--- src/hdl/beacon_offset_median_sync_core_defines.svh ---
// assertion macros for the beacon offset median sync core
`ifndef BEACON_OFFSET_MEDIAN_SYNC_CORE_DEFINES_SVH
`define BEACON_OFFSET_MEDIAN_SYNC_CORE_DEFINES_SVH

// condition holds at every clock edge out of reset
`define BMOS_ASSERT_HOLDS(label, cond, msg) \
    label: assert property (@(posedge clk) disable iff (!rst_n) (cond)) \
        else $error(msg);

// consequent holds in the same cycle as the antecedent
`define BMOS_ASSERT_IMPLIES(label, ante, cons, msg) \
    label: assert property (@(posedge clk) disable iff (!rst_n) (ante) |-> (cons)) \
        else $error(msg);

// consequent holds in the cycle after the antecedent
`define BMOS_ASSERT_NEXT(label, ante, cons, msg) \
    label: assert property (@(posedge clk) disable iff (!rst_n) (ante) |=> (cons)) \
        else $error(msg);

`endif

--- src/hdl/bmos_pkg.sv ---
// shared types and constants for the beacon offset median sync core
`default_nettype none

package bmos_pkg;

    localparam int TIME_W      = 64;
    localparam int OP_W        = 2;
    localparam int STALE_W     = 20;
    localparam int LIMIT_W     = 30;
    localparam int US_PER_MS   = 1000;
    localparam int COUNT_OUT_W = 4;
    localparam int APB_ADDR_W  = 3;
    localparam int APB_DATA_W  = 32;

    localparam logic [OP_W-1:0] OP_QUERY  = 2'd0;
    localparam logic [OP_W-1:0] OP_BEACON = 2'd1;
    localparam logic [OP_W-1:0] OP_CLEAR  = 2'd2;

    localparam logic               REG_STALE_LIMIT = 1'b0;
    localparam logic [STALE_W-1:0] STALE_RESET     = 20'd2000;

    typedef logic [TIME_W-1:0] stamp_t;

    typedef enum logic [2:0] {
        S_IDLE,
        S_DEL,
        S_INS,
        S_PICK,
        S_MEAN,
        S_FIX,
        S_STALE,
        S_RES
    } seq_state_t;

    typedef struct packed {
        logic   del;
        logic   ins;
        stamp_t new_val;
    } cell_cmd_t;

endpackage

`default_nettype wire

--- src/hdl/bmos_item_if.sv ---
// item channel into the core: op code and timestamps
`default_nettype none

interface bmos_item_if import bmos_pkg::*; ();

    logic            valid;
    logic            ready;
    logic [OP_W-1:0] op;
    stamp_t          local_time_us;
    stamp_t          master_time_us;

    modport source (output valid, output op, output local_time_us, output master_time_us,
                    input ready);
    modport sink   (input valid, input op, input local_time_us, input master_time_us,
                    output ready);

endinterface

`default_nettype wire

--- src/hdl/bmos_result_if.sv ---
// result channel out of the core: offset, master time and status
`default_nettype none

interface bmos_result_if import bmos_pkg::*; ();

    logic                     valid;
    logic                     ready;
    logic signed [TIME_W-1:0] clock_offset;
    stamp_t                   master_estimate;
    logic                     sync_valid;
    logic [COUNT_OUT_W-1:0]   sample_count;

    modport source (output valid, output clock_offset, output master_estimate,
                    output sync_valid, output sample_count, input ready);
    modport sink   (input valid, input clock_offset, input master_estimate,
                    input sync_valid, input sample_count, output ready);

endinterface

`default_nettype wire

--- src/hdl/bmos_cell.sv ---
// one cell of the sorted offset chain: value, ring slot tag and neighbor moves
`default_nettype none

module bmos_cell import bmos_pkg::*; #(
    parameter int DEPTH = 8,
    parameter int IDX   = 0,
    localparam int TAG_W = (DEPTH > 1) ? $clog2(DEPTH) : 1,
    localparam int CNT_W = $clog2(DEPTH + 1)
) (
    input  logic             clk,
    input  cell_cmd_t        cmd,
    input  logic [TAG_W-1:0] new_tag,
    input  logic [TAG_W-1:0] del_tag,
    input  logic [CNT_W-1:0] count,
    input  logic [CNT_W-1:0] lo_idx,
    input  logic [CNT_W-1:0] hi_idx,
    input  stamp_t           prev_val,
    input  logic [TAG_W-1:0] prev_tag,
    input  logic             prev_gt,
    input  stamp_t           next_val,
    input  logic [TAG_W-1:0] next_tag,
    input  logic             del_in,
    input  stamp_t           lo_in,
    input  stamp_t           hi_in,
    output stamp_t           val,
    output logic [TAG_W-1:0] tag,
    output logic             gt,
    output logic             del_out,
    output stamp_t           lo_out,
    output stamp_t           hi_out
);

    localparam logic [CNT_W-1:0] MY_IDX = CNT_W'(IDX);

    stamp_t           val_reg;
    stamp_t           val_next;
    logic [TAG_W-1:0] tag_reg;
    logic [TAG_W-1:0] tag_next;
    logic             live;

    assign live    = MY_IDX < count;
    assign del_out = del_in || (live && (tag_reg == del_tag));
    assign gt      = !live || ($signed(val_reg) > $signed(cmd.new_val));
    assign val     = val_reg;
    assign tag     = tag_reg;
    assign lo_out  = lo_in | ((MY_IDX == lo_idx) ? val_reg : '0);
    assign hi_out  = hi_in | ((MY_IDX == hi_idx) ? val_reg : '0);

    // delete closes the gap from above, insert opens one from below
    always_comb
    begin
        val_next = val_reg;
        tag_next = tag_reg;
        priority if (cmd.del && del_out)
        begin
            val_next = next_val;
            tag_next = next_tag;
        end
        else if (cmd.ins && prev_gt)
        begin
            val_next = prev_val;
            tag_next = prev_tag;
        end
        else if (cmd.ins && gt)
        begin
            val_next = cmd.new_val;
            tag_next = new_tag;
        end
    end

    always_ff @(posedge clk)
    begin
        val_reg <= val_next;
        tag_reg <= tag_next;
    end

endmodule

`default_nettype wire

--- src/hdl/beacon_offset_median_sync_core.sv ---
// top level: sequencer, sorted cell chain, median, staleness check and apb register
//
// channel  | role   | moves
// item     | sink   | op, local_time_us, master_time_us
// result   | source | clock_offset, master_estimate, sync_valid, sample_count
// apb      | slave  | stale_limit_ms at byte address 0
//
// a query or clear goes from idle to the staleness check and the result
// a beacon steps the chain: delete oldest if full, insert sorted, pick, mean, round
// one item is in work at a time; the next is taken while the result register waits
// rst_n clears the sequencer, count, ring slot, offset, last beacon; presets register
// a stalled result holds the sequencer in its last step until the register is free
`default_nettype none

module beacon_offset_median_sync_core import bmos_pkg::*; #(
    parameter int WINDOW_DEPTH = 8
) (
    input  logic                  clk,
    input  logic                  rst_n,
    bmos_item_if.sink             item,
    bmos_result_if.source         result,
    input  logic                  psel,
    input  logic                  penable,
    input  logic                  pwrite,
    input  logic [APB_ADDR_W-1:0] paddr,
    input  logic [APB_DATA_W-1:0] pwdata,
    output logic [APB_DATA_W-1:0] prdata,
    output logic                  pready
);

`include "beacon_offset_median_sync_core_defines.svh"

    localparam int TAG_W = (WINDOW_DEPTH > 1) ? $clog2(WINDOW_DEPTH) : 1;
    localparam int CNT_W = $clog2(WINDOW_DEPTH + 1);
    localparam logic [CNT_W-1:0] FULL      = CNT_W'(WINDOW_DEPTH);
    localparam logic [TAG_W-1:0] LAST_SLOT = TAG_W'(WINDOW_DEPTH - 1);

    seq_state_t state_reg;
    seq_state_t state_next;

    cell_cmd_t  cmd;
    logic       accept;
    logic       load_res;

    logic [CNT_W-1:0]   count_reg;
    logic [CNT_W-1:0]   count_next;
    logic [TAG_W-1:0]   slot_reg;
    logic [TAG_W-1:0]   slot_next;
    stamp_t             median_reg;
    stamp_t             median_next;
    stamp_t             last_reg;
    stamp_t             last_next;
    logic [STALE_W-1:0] stale_reg;
    logic [STALE_W-1:0] stale_next;
    logic               out_valid_reg;
    logic               out_valid_next;

    stamp_t             local_reg;
    stamp_t             local_next;
    stamp_t             new_val_reg;
    stamp_t             new_val_next;
    stamp_t             lo_reg;
    stamp_t             lo_next;
    stamp_t             hi_reg;
    stamp_t             hi_next;
    stamp_t             fl_reg;
    stamp_t             fl_next;
    logic               x0_reg;
    logic               x0_next;
    stamp_t             elapsed_reg;
    stamp_t             elapsed_next;
    logic [LIMIT_W-1:0] limit_reg;
    logic [LIMIT_W-1:0] limit_next;
    stamp_t             out_offset_reg;
    stamp_t             out_offset_next;
    stamp_t             out_master_reg;
    stamp_t             out_master_next;
    logic               out_sync_reg;
    logic               out_sync_next;
    logic [COUNT_OUT_W-1:0] out_count_reg;
    logic [COUNT_OUT_W-1:0] out_count_next;

    logic [CNT_W-1:0]   hi_idx;
    logic [CNT_W-1:0]   lo_idx;
    stamp_t             mix;

    stamp_t             val_w [WINDOW_DEPTH+2];
    logic [TAG_W-1:0]   tag_w [WINDOW_DEPTH+2];
    logic               gt_w  [WINDOW_DEPTH+1];
    logic               del_w [WINDOW_DEPTH+1];
    stamp_t             lo_w  [WINDOW_DEPTH+1];
    stamp_t             hi_w  [WINDOW_DEPTH+1];

    logic               reg_idx;
    logic               cfg_write;
    logic               del_hit;
    logic               top_free;

    // apb register
    assign reg_idx   = paddr[APB_ADDR_W-1];
    assign cfg_write = psel && penable && pwrite && (reg_idx == REG_STALE_LIMIT);
    assign pready    = 1'b1;
    assign prdata    = (reg_idx == REG_STALE_LIMIT) ? APB_DATA_W'(stale_reg) : '0;

    // cell chain
    assign val_w[0]              = '0;
    assign val_w[WINDOW_DEPTH+1] = '0;
    assign tag_w[0]              = '0;
    assign tag_w[WINDOW_DEPTH+1] = '0;
    assign gt_w[0]               = 1'b0;
    assign del_w[0]              = 1'b0;
    assign lo_w[0]               = '0;
    assign hi_w[0]               = '0;

    assign hi_idx = count_reg >> 1;
    assign lo_idx = count_reg[0] ? hi_idx : hi_idx - 1'b1;

    for (genvar i = 0; i < WINDOW_DEPTH; i++)
    begin : g_cell
        bmos_cell #(
            .DEPTH (WINDOW_DEPTH),
            .IDX   (i)
        ) u_cell (
            .clk      (clk),
            .cmd      (cmd),
            .new_tag  (slot_reg),
            .del_tag  (slot_reg),
            .count    (count_reg),
            .lo_idx   (lo_idx),
            .hi_idx   (hi_idx),
            .prev_val (val_w[i]),
            .prev_tag (tag_w[i]),
            .prev_gt  (gt_w[i]),
            .next_val (val_w[i+2]),
            .next_tag (tag_w[i+2]),
            .del_in   (del_w[i]),
            .lo_in    (lo_w[i]),
            .hi_in    (hi_w[i]),
            .val      (val_w[i+1]),
            .tag      (tag_w[i+1]),
            .gt       (gt_w[i+1]),
            .del_out  (del_w[i+1]),
            .lo_out   (lo_w[i+1]),
            .hi_out   (hi_w[i+1])
        );
    end

    // sequencer next state
    always_comb
    begin
        state_next = state_reg;
        unique case (state_reg)
            S_IDLE:
            begin
                if (item.valid)
                begin
                    if (item.op == OP_BEACON)
                        state_next = (count_reg == FULL) ? S_DEL : S_INS;
                    else
                        state_next = S_STALE;
                end
            end
            S_DEL:   state_next = S_INS;
            S_INS:   state_next = S_PICK;
            S_PICK:  state_next = S_MEAN;
            S_MEAN:  state_next = S_FIX;
            S_FIX:   state_next = S_STALE;
            S_STALE: state_next = S_RES;
            S_RES:
            begin
                if (!out_valid_reg || result.ready)
                    state_next = S_IDLE;
            end
        endcase
    end

    // sequencer outputs
    always_comb
    begin
        item.ready  = (state_reg == S_IDLE);
        accept      = (state_reg == S_IDLE) && item.valid;
        load_res    = (state_reg == S_RES) && (!out_valid_reg || result.ready);
        cmd.del     = (state_reg == S_DEL);
        cmd.ins     = (state_reg == S_INS);
        cmd.new_val = new_val_reg;
    end

    assign mix = lo_reg ^ hi_reg;

    // datapath
    always_comb
    begin
        count_next      = count_reg;
        slot_next       = slot_reg;
        median_next     = median_reg;
        last_next       = last_reg;
        stale_next      = cfg_write ? pwdata[STALE_W-1:0] : stale_reg;
        local_next      = local_reg;
        new_val_next    = new_val_reg;
        lo_next         = lo_reg;
        hi_next         = hi_reg;
        fl_next         = fl_reg;
        x0_next         = x0_reg;
        elapsed_next    = elapsed_reg;
        limit_next      = limit_reg;
        out_offset_next = out_offset_reg;
        out_master_next = out_master_reg;
        out_sync_next   = out_sync_reg;
        out_count_next  = out_count_reg;
        out_valid_next  = out_valid_reg;

        if (result.valid && result.ready)
            out_valid_next = 1'b0;

        unique case (state_reg)
            S_IDLE:
            begin
                if (accept)
                begin
                    local_next = item.local_time_us;
                    if (item.op == OP_BEACON)
                    begin
                        new_val_next = item.master_time_us - item.local_time_us;
                        last_next    = item.local_time_us;
                    end
                    else if (item.op == OP_CLEAR)
                    begin
                        count_next  = '0;
                        slot_next   = '0;
                        median_next = '0;
                        last_next   = '0;
                    end
                end
            end
            S_DEL:
            begin
                count_next = count_reg - 1'b1;
            end
            S_INS:
            begin
                count_next = count_reg + 1'b1;
                slot_next  = (slot_reg == LAST_SLOT) ? '0 : slot_reg + 1'b1;
            end
            S_PICK:
            begin
                lo_next = lo_w[WINDOW_DEPTH];
                hi_next = hi_w[WINDOW_DEPTH];
            end
            S_MEAN:
            begin
                // floor of the mean, then toward zero when negative and odd
                fl_next = (lo_reg & hi_reg) + {mix[TIME_W-1], mix[TIME_W-1:1]};
                x0_next = mix[0];
            end
            S_FIX:
            begin
                median_next = fl_reg + TIME_W'(fl_reg[TIME_W-1] & x0_reg);
            end
            S_STALE:
            begin
                elapsed_next = local_reg - last_reg;
                limit_next   = LIMIT_W'(stale_reg) * LIMIT_W'(US_PER_MS);
            end
            S_RES:
            begin
                if (load_res)
                begin
                    out_offset_next = median_reg;
                    out_master_next = local_reg + median_reg;
                    out_sync_next   = (count_reg != '0) &&
                                      (elapsed_reg < TIME_W'(limit_reg));
                    out_count_next  = COUNT_OUT_W'(count_reg);
                    out_valid_next  = 1'b1;
                end
            end
        endcase
    end

    always_ff @(posedge clk or negedge rst_n)
    begin
        if (!rst_n)
        begin
            state_reg     <= S_IDLE;
            count_reg     <= '0;
            slot_reg      <= '0;
            median_reg    <= '0;
            last_reg      <= '0;
            stale_reg     <= STALE_RESET;
            out_valid_reg <= 1'b0;
        end
        else
        begin
            state_reg     <= state_next;
            count_reg     <= count_next;
            slot_reg      <= slot_next;
            median_reg    <= median_next;
            last_reg      <= last_next;
            stale_reg     <= stale_next;
            out_valid_reg <= out_valid_next;
        end
    end

    always_ff @(posedge clk)
    begin
        local_reg      <= local_next;
        new_val_reg    <= new_val_next;
        lo_reg         <= lo_next;
        hi_reg         <= hi_next;
        fl_reg         <= fl_next;
        x0_reg         <= x0_next;
        elapsed_reg    <= elapsed_next;
        limit_reg      <= limit_next;
        out_offset_reg <= out_offset_next;
        out_master_reg <= out_master_next;
        out_sync_reg   <= out_sync_next;
        out_count_reg  <= out_count_next;
    end

    assign result.valid           = out_valid_reg;
    assign result.clock_offset    = $signed(out_offset_reg);
    assign result.master_estimate = out_master_reg;
    assign result.sync_valid      = out_sync_reg;
    assign result.sample_count    = out_count_reg;

    assign del_hit  = (count_reg == FULL) && del_w[WINDOW_DEPTH];
    assign top_free = gt_w[WINDOW_DEPTH];

    `BMOS_ASSERT_HOLDS(a_count_range, count_reg <= FULL, "count beyond depth")
    `BMOS_ASSERT_IMPLIES(a_del_found, state_reg == S_DEL, del_hit, "no oldest entry on delete")
    `BMOS_ASSERT_IMPLIES(a_ins_room, state_reg == S_INS, top_free, "top cell live on insert")
    `BMOS_ASSERT_NEXT(a_ins_count, state_reg == S_INS, count_reg != '0, "empty after insert")
    `BMOS_ASSERT_NEXT(a_single_item, accept, !item.ready, "item taken while busy")

endmodule

`default_nettype wire

--- src/flat_wrapper.sv ---
// flat-port wrapper written by rule: the top's interface ports become plain ports
module beacon_offset_median_sync_core_flat import bmos_pkg::*;
#(
    parameter int WINDOW_DEPTH = 8
)
  (clk, rst_n, psel, penable, pwrite, paddr, pwdata, prdata, pready, item_valid, item_op, item_local_time_us, item_master_time_us, item_ready, result_valid, result_clock_offset, result_master_estimate, result_sync_valid, result_sample_count, result_ready);
  bmos_item_if item_i ();
  bmos_result_if result_i ();
  input  logic clk;
  input  logic rst_n;
  input  logic psel;
  input  logic penable;
  input  logic pwrite;
  input  logic [APB_ADDR_W-1:0] paddr;
  input  logic [APB_DATA_W-1:0] pwdata;
  output logic [APB_DATA_W-1:0] prdata;
  output logic pready;
  input wire logic [$bits(item_i.valid)-1:0] item_valid;
  input wire logic [$bits(item_i.op)-1:0] item_op;
  input wire logic [$bits(item_i.local_time_us)-1:0] item_local_time_us;
  input wire logic [$bits(item_i.master_time_us)-1:0] item_master_time_us;
  output wire logic [$bits(item_i.ready)-1:0] item_ready;
  output wire logic [$bits(result_i.valid)-1:0] result_valid;
  output wire logic [$bits(result_i.clock_offset)-1:0] result_clock_offset;
  output wire logic [$bits(result_i.master_estimate)-1:0] result_master_estimate;
  output wire logic [$bits(result_i.sync_valid)-1:0] result_sync_valid;
  output wire logic [$bits(result_i.sample_count)-1:0] result_sample_count;
  input wire logic [$bits(result_i.ready)-1:0] result_ready;
  assign item_i.valid = item_valid;
  assign item_i.op = item_op;
  assign item_i.local_time_us = item_local_time_us;
  assign item_i.master_time_us = item_master_time_us;
  assign item_ready = item_i.ready;
  assign result_valid = result_i.valid;
  assign result_clock_offset = result_i.clock_offset;
  assign result_master_estimate = result_i.master_estimate;
  assign result_sync_valid = result_i.sync_valid;
  assign result_sample_count = result_i.sample_count;
  assign result_i.ready = result_ready;
  beacon_offset_median_sync_core #(.WINDOW_DEPTH(WINDOW_DEPTH)) u_core (.clk(clk), .rst_n(rst_n), .item(item_i), .result(result_i), .psel(psel), .penable(penable), .pwrite(pwrite), .paddr(paddr), .pwdata(pwdata), .prdata(prdata), .pready(pready));
endmodule
--- config.mk ---
export PLATFORM = sky130hd
export DESIGN_NAME = beacon_offset_median_sync_core_flat
export DESIGN_NICKNAME = d
export VERILOG_FILES = /design/src/hdl/bmos_pkg.sv /design/src/hdl/bmos_item_if.sv /design/src/hdl/bmos_result_if.sv /design/src/hdl/bmos_cell.sv /design/src/hdl/beacon_offset_median_sync_core.sv /design/src/flat_wrapper.sv
export VERILOG_INCLUDE_DIRS = /design/src /design/src/hdl
export SDC_FILE = /design/constraint.sdc
export NUM_CORES = 2
export LEC_CHECK = 0
export ABC_AREA = 0
export BUFFER_PORTS_ARGS = -buffer_cell sky130_fd_sc_hd__buf_4
export CORE_MARGIN = 2
export CORE_UTILIZATION = 40
export CTS_BUF_LIST = sky130_fd_sc_hd__clkbuf_4
export DETAILED_ROUTE_END_ITERATION = 8
export GPL_ROUTABILITY_DRIVEN = 1
export PLACE_DENSITY = 0.64
export SLEW_MARGIN = 25
export SYNTH_ARGS = -nofsm -noshare
export SYNTH_HDL_FRONTEND = slang
export SYNTH_SLANG_ARGS = --single-unit
--- constraint.sdc ---
create_clock -name clk -period 14.2 [get_ports clk]
set_input_delay 3.55 -clock clk [delete_from_list [all_inputs] [get_ports clk]]
set_output_delay 3.55 -clock clk [all_outputs]
set_load 0.01 [all_outputs]
==> results.cfg <==
[run_status]
status = finished, final reports clean

[sta]
hold_viol_final = 0
max_freq_mhz = 132
tns_ps = 0
tightest_slew_ps = 1250
setup_viol_count_final = 0
drv_slew = 0
slew_headroom_pct = 16.4
whs_ps = 475
fin_skew_ps = 120
rsz0062_at_grt = no
fin_crit_ps = 7580
fin_crit_sh_pct = 53.4

[clock_tree]
clock_latency_ps = 1380
clockBufferDepth = 4
cts_inserted_buffers = 351
clk_pin_slew_ps = 60
cts-root-buf = clkbuf_4
cts_tree = yes
holdBufCountCts = 0
htreeDepth = 5
cts_setup_buffers = 0
ctsResizeCount = 0
cts.sinks = 1237

[global_routing]
grt_pass1_vias = 70800
grt_usage_pct = 28.5
grt_antenna_before_repair = 17
grt_max_degree = 86
gr-total-overflow = 0
grt_pass1_wl_mm = 464

[floorplan]
initial_core_util_pct = 40.3
core-area_sq_um = 212000
fp.dieH_microns = 466
io_pins = 340
dieArea_sq_um = 218000
std_cell_rows = 169
die_width_microns = 466

[synth]
ys_seq_area_share_pct = 41.7
synth-async-reset-ratio_pct = 12.9
ys_top_cells_by_area = edfxtp_1, ha_1, mux2i_1, dfrtp_1, a21oi_1
ys_types = 104
ys_warn_count = 0
synth_edf_count = 1011
synth_top_area_share_pct = 35.5
avgSynthCellArea_sq_um = 10.3
synth_area_sq_um = 85600
synthCells = 8296
synth-seq-cells = 1237
synth_top_area_cell = edfxtp_1
synth_flop_cell = edfxtp_1

[setup_path]
r2r_start = u_core.new_val_reg[34]
cp_max_fo = 21
crit_required_ps = 10650
slowest_delay_ps = 180
end_kind = primary output
crit_arrival_ps = 4030
cp_cell_sequence = buf_4 -> nor2_1 -> buf_4
rr_worst_depth = 13
setup.worst_path.start = paddr[2]
ff2ff_setup_slack_ps = 7700
critPathCapture = prdata[17]
cp-start-kind = input pin
cpMostUsedCell = buf_4
cpMaxStageDelayCell = buf_4
r2r_end = u_core.g_cell[4].u_cell.val[16]
critPathKind = input pin to primary output

[layout]
final_layout_size_suffix_gt1_share_pct = 13.4
fin_nets = 9770
largest_reg_flops = 512
area_delta_synth_final_pct = 11.1

[detailed_routing]
post_drt_wl_per_cell_microns = 27.4
drtIter0Drc = 10300
routed-via-count = 73200
drtPass1Iterations = 8
via_per_inst = 6.26
drc = 0
wirelength_mm = 320
ant_nets = 0

[placement]
port-buffer-count = 312
place_congestion = 1.01
dp_hpwl_mm = 217

[pwr]
power_density_nw_per_um2 = 258
p_leak_nw = 40.1
peakVddDrop_mv = 0.229
power_mw = 24.6

[worst_hold_path]
worstHoldPathCells = 2
hold_path_class = flop to flop

[job]
cap_violations = 0
==> logic make-up (layout without fill, tap and decap cells) <==
| kind of cell | Yosys count | count (layout) | share of synthesized area (%) |
|---|---|---|---|
| other cells | 2 | 26 | 0.00878 |
| mux | 540 | 540 | 6.52 |
| xor+xnor | 341 | 341 | 3.49 |
| flops | 1237 | 1237 | 41.7 |
| buf+inv | 871 | 1428 | 3.99 |
| compound gates | 2429 | 2429 | 18.8 |
| fa+ha+maj | 1001 | 1001 | 15.3 |
| simple gates | 1875 | 1875 | 10.2 |
==> cells in the final DEF (no fill, tap or decap), types with 155 or more instances in the layout <==
cell / Yosys / layout
edfxtp_1: 1011 / 1011
ha_1: 928 / 927
nand2_1: 646 / 639
a21oi_1: 623 / 621
clkbuf_4: 0 / 525
o21ai_0: 463 / 462
nor2_1: 439 / 432
inv_1: 407 / 407
mux2i_1: 404 / 404
buf_4: 17 / 393
a21o_1: 378 / 378
a22oi_1: 324 / 324
nand4_1: 198 / 198
xnor2_1: 186 / 186
nand3_1: 182 / 181
xor2_1: 155 / 155
==> through the flow <==
stage / area, sq um / std cells / setup WS, ps / utilization, %
floorplan: 85600 / 8307 / 4460 / -
global placement: 90600 / 11100 / 6190 / 42.7
detailed placement: 90600 / 11100 / 6180 / 42.7
CTS: 95000 / 11700 / 6590 / 44.8
global route: 95100 / 11700 / 6570 / 44.8
finish: 95100 / 11700 / 6620 / 44.8
==> Yosys cell counts, types with 36 or more instances <==
| master | n |
|---|---|
| a21o_1 | 378 |
| a21oi_1 | 623 |
| a221o_1 | 74 |
| a221oi_1 | 79 |
| a22o_1 | 68 |
| a22oi_1 | 324 |
| a31oi_1 | 41 |
| and3_1 | 49 |
| buf_2 | 55 |
| clkbuf_1 | 370 |
| dfrtp_1 | 153 |
| dfxtp_1 | 67 |
| edfxtp_1 | 1011 |
| fa_1 | 73 |
| ha_1 | 928 |
| inv_1 | 407 |
| mux2_2 | 136 |
| mux2i_1 | 404 |
| nand2_1 | 646 |
| nand2b_1 | 54 |
| nand3_1 | 182 |
| nand4_1 | 198 |
| nor2_1 | 439 |
| nor2b_1 | 72 |
| nor3_1 | 116 |
| o21a_1 | 36 |
| o21ai_0 | 463 |
| o21bai_1 | 45 |
| o22ai_1 | 78 |
| xnor2_1 | 186 |
| xor2_1 | 155 |
==> area by class of cell <==
type / count / area [sq um]
Multi-Input combinational cell: 6199 / 46900
Fill cell: 20000 / 117000
Antenna cell: 13 / 32.5
Tap cell: 2821 / 3530
Inverter: 408 / 1530
Timing Repair Buffer: 400 / 3030
Clock inverter: 95 / 453
Clock buffer: 525 / 3940
Sequential cell: 1237 / 35700
==> where the power goes <==
| group | total [mW] | internal, mW | switching [mW] |
|---|---|---|---|
| combinational | 13.2 | 4.91 | 8.32 |
| clock | 3.39 | 1.74 | 1.65 |
| sequential | 7.94 | 6.33 | 1.61 |
==> worst min path at each step <==
stage / start / to / slack (ps)
floorplan: u_core.last_reg[0] / u_core.last_reg[0] / 440
global placement: u_core.last_reg[57] / u_core.last_reg[57] / 460
detailed placement: u_core.last_reg[5] / u_core.last_reg[5] / 470
CTS: u_core.last_reg[5] / u_core.last_reg[5] / 480
global route: u_core.last_reg[29] / u_core.last_reg[29] / 490
finish: u_core.last_reg[5] / u_core.last_reg[5] / 480
==> worst max-delay path: cells and delay by family <==
kind | cells | cell delay (ps)
buffers and inverters | 2 | 320
AND/OR/NAND/NOR | 1 | 150
==> layer usage <==
layer / track usage, % / vias to the layer above / part of all wire [%]
li1: - / 32200 / -
met1: 37.1 / 35100 / 39
met2: 43.8 / 4873 / 44
met3: 7.23 / 1057 / 11
met4: 14.0 / 8 / 5.2
met5: 0 / - / 0.028
No activity file was read; power rests on OpenSTA's default activity.
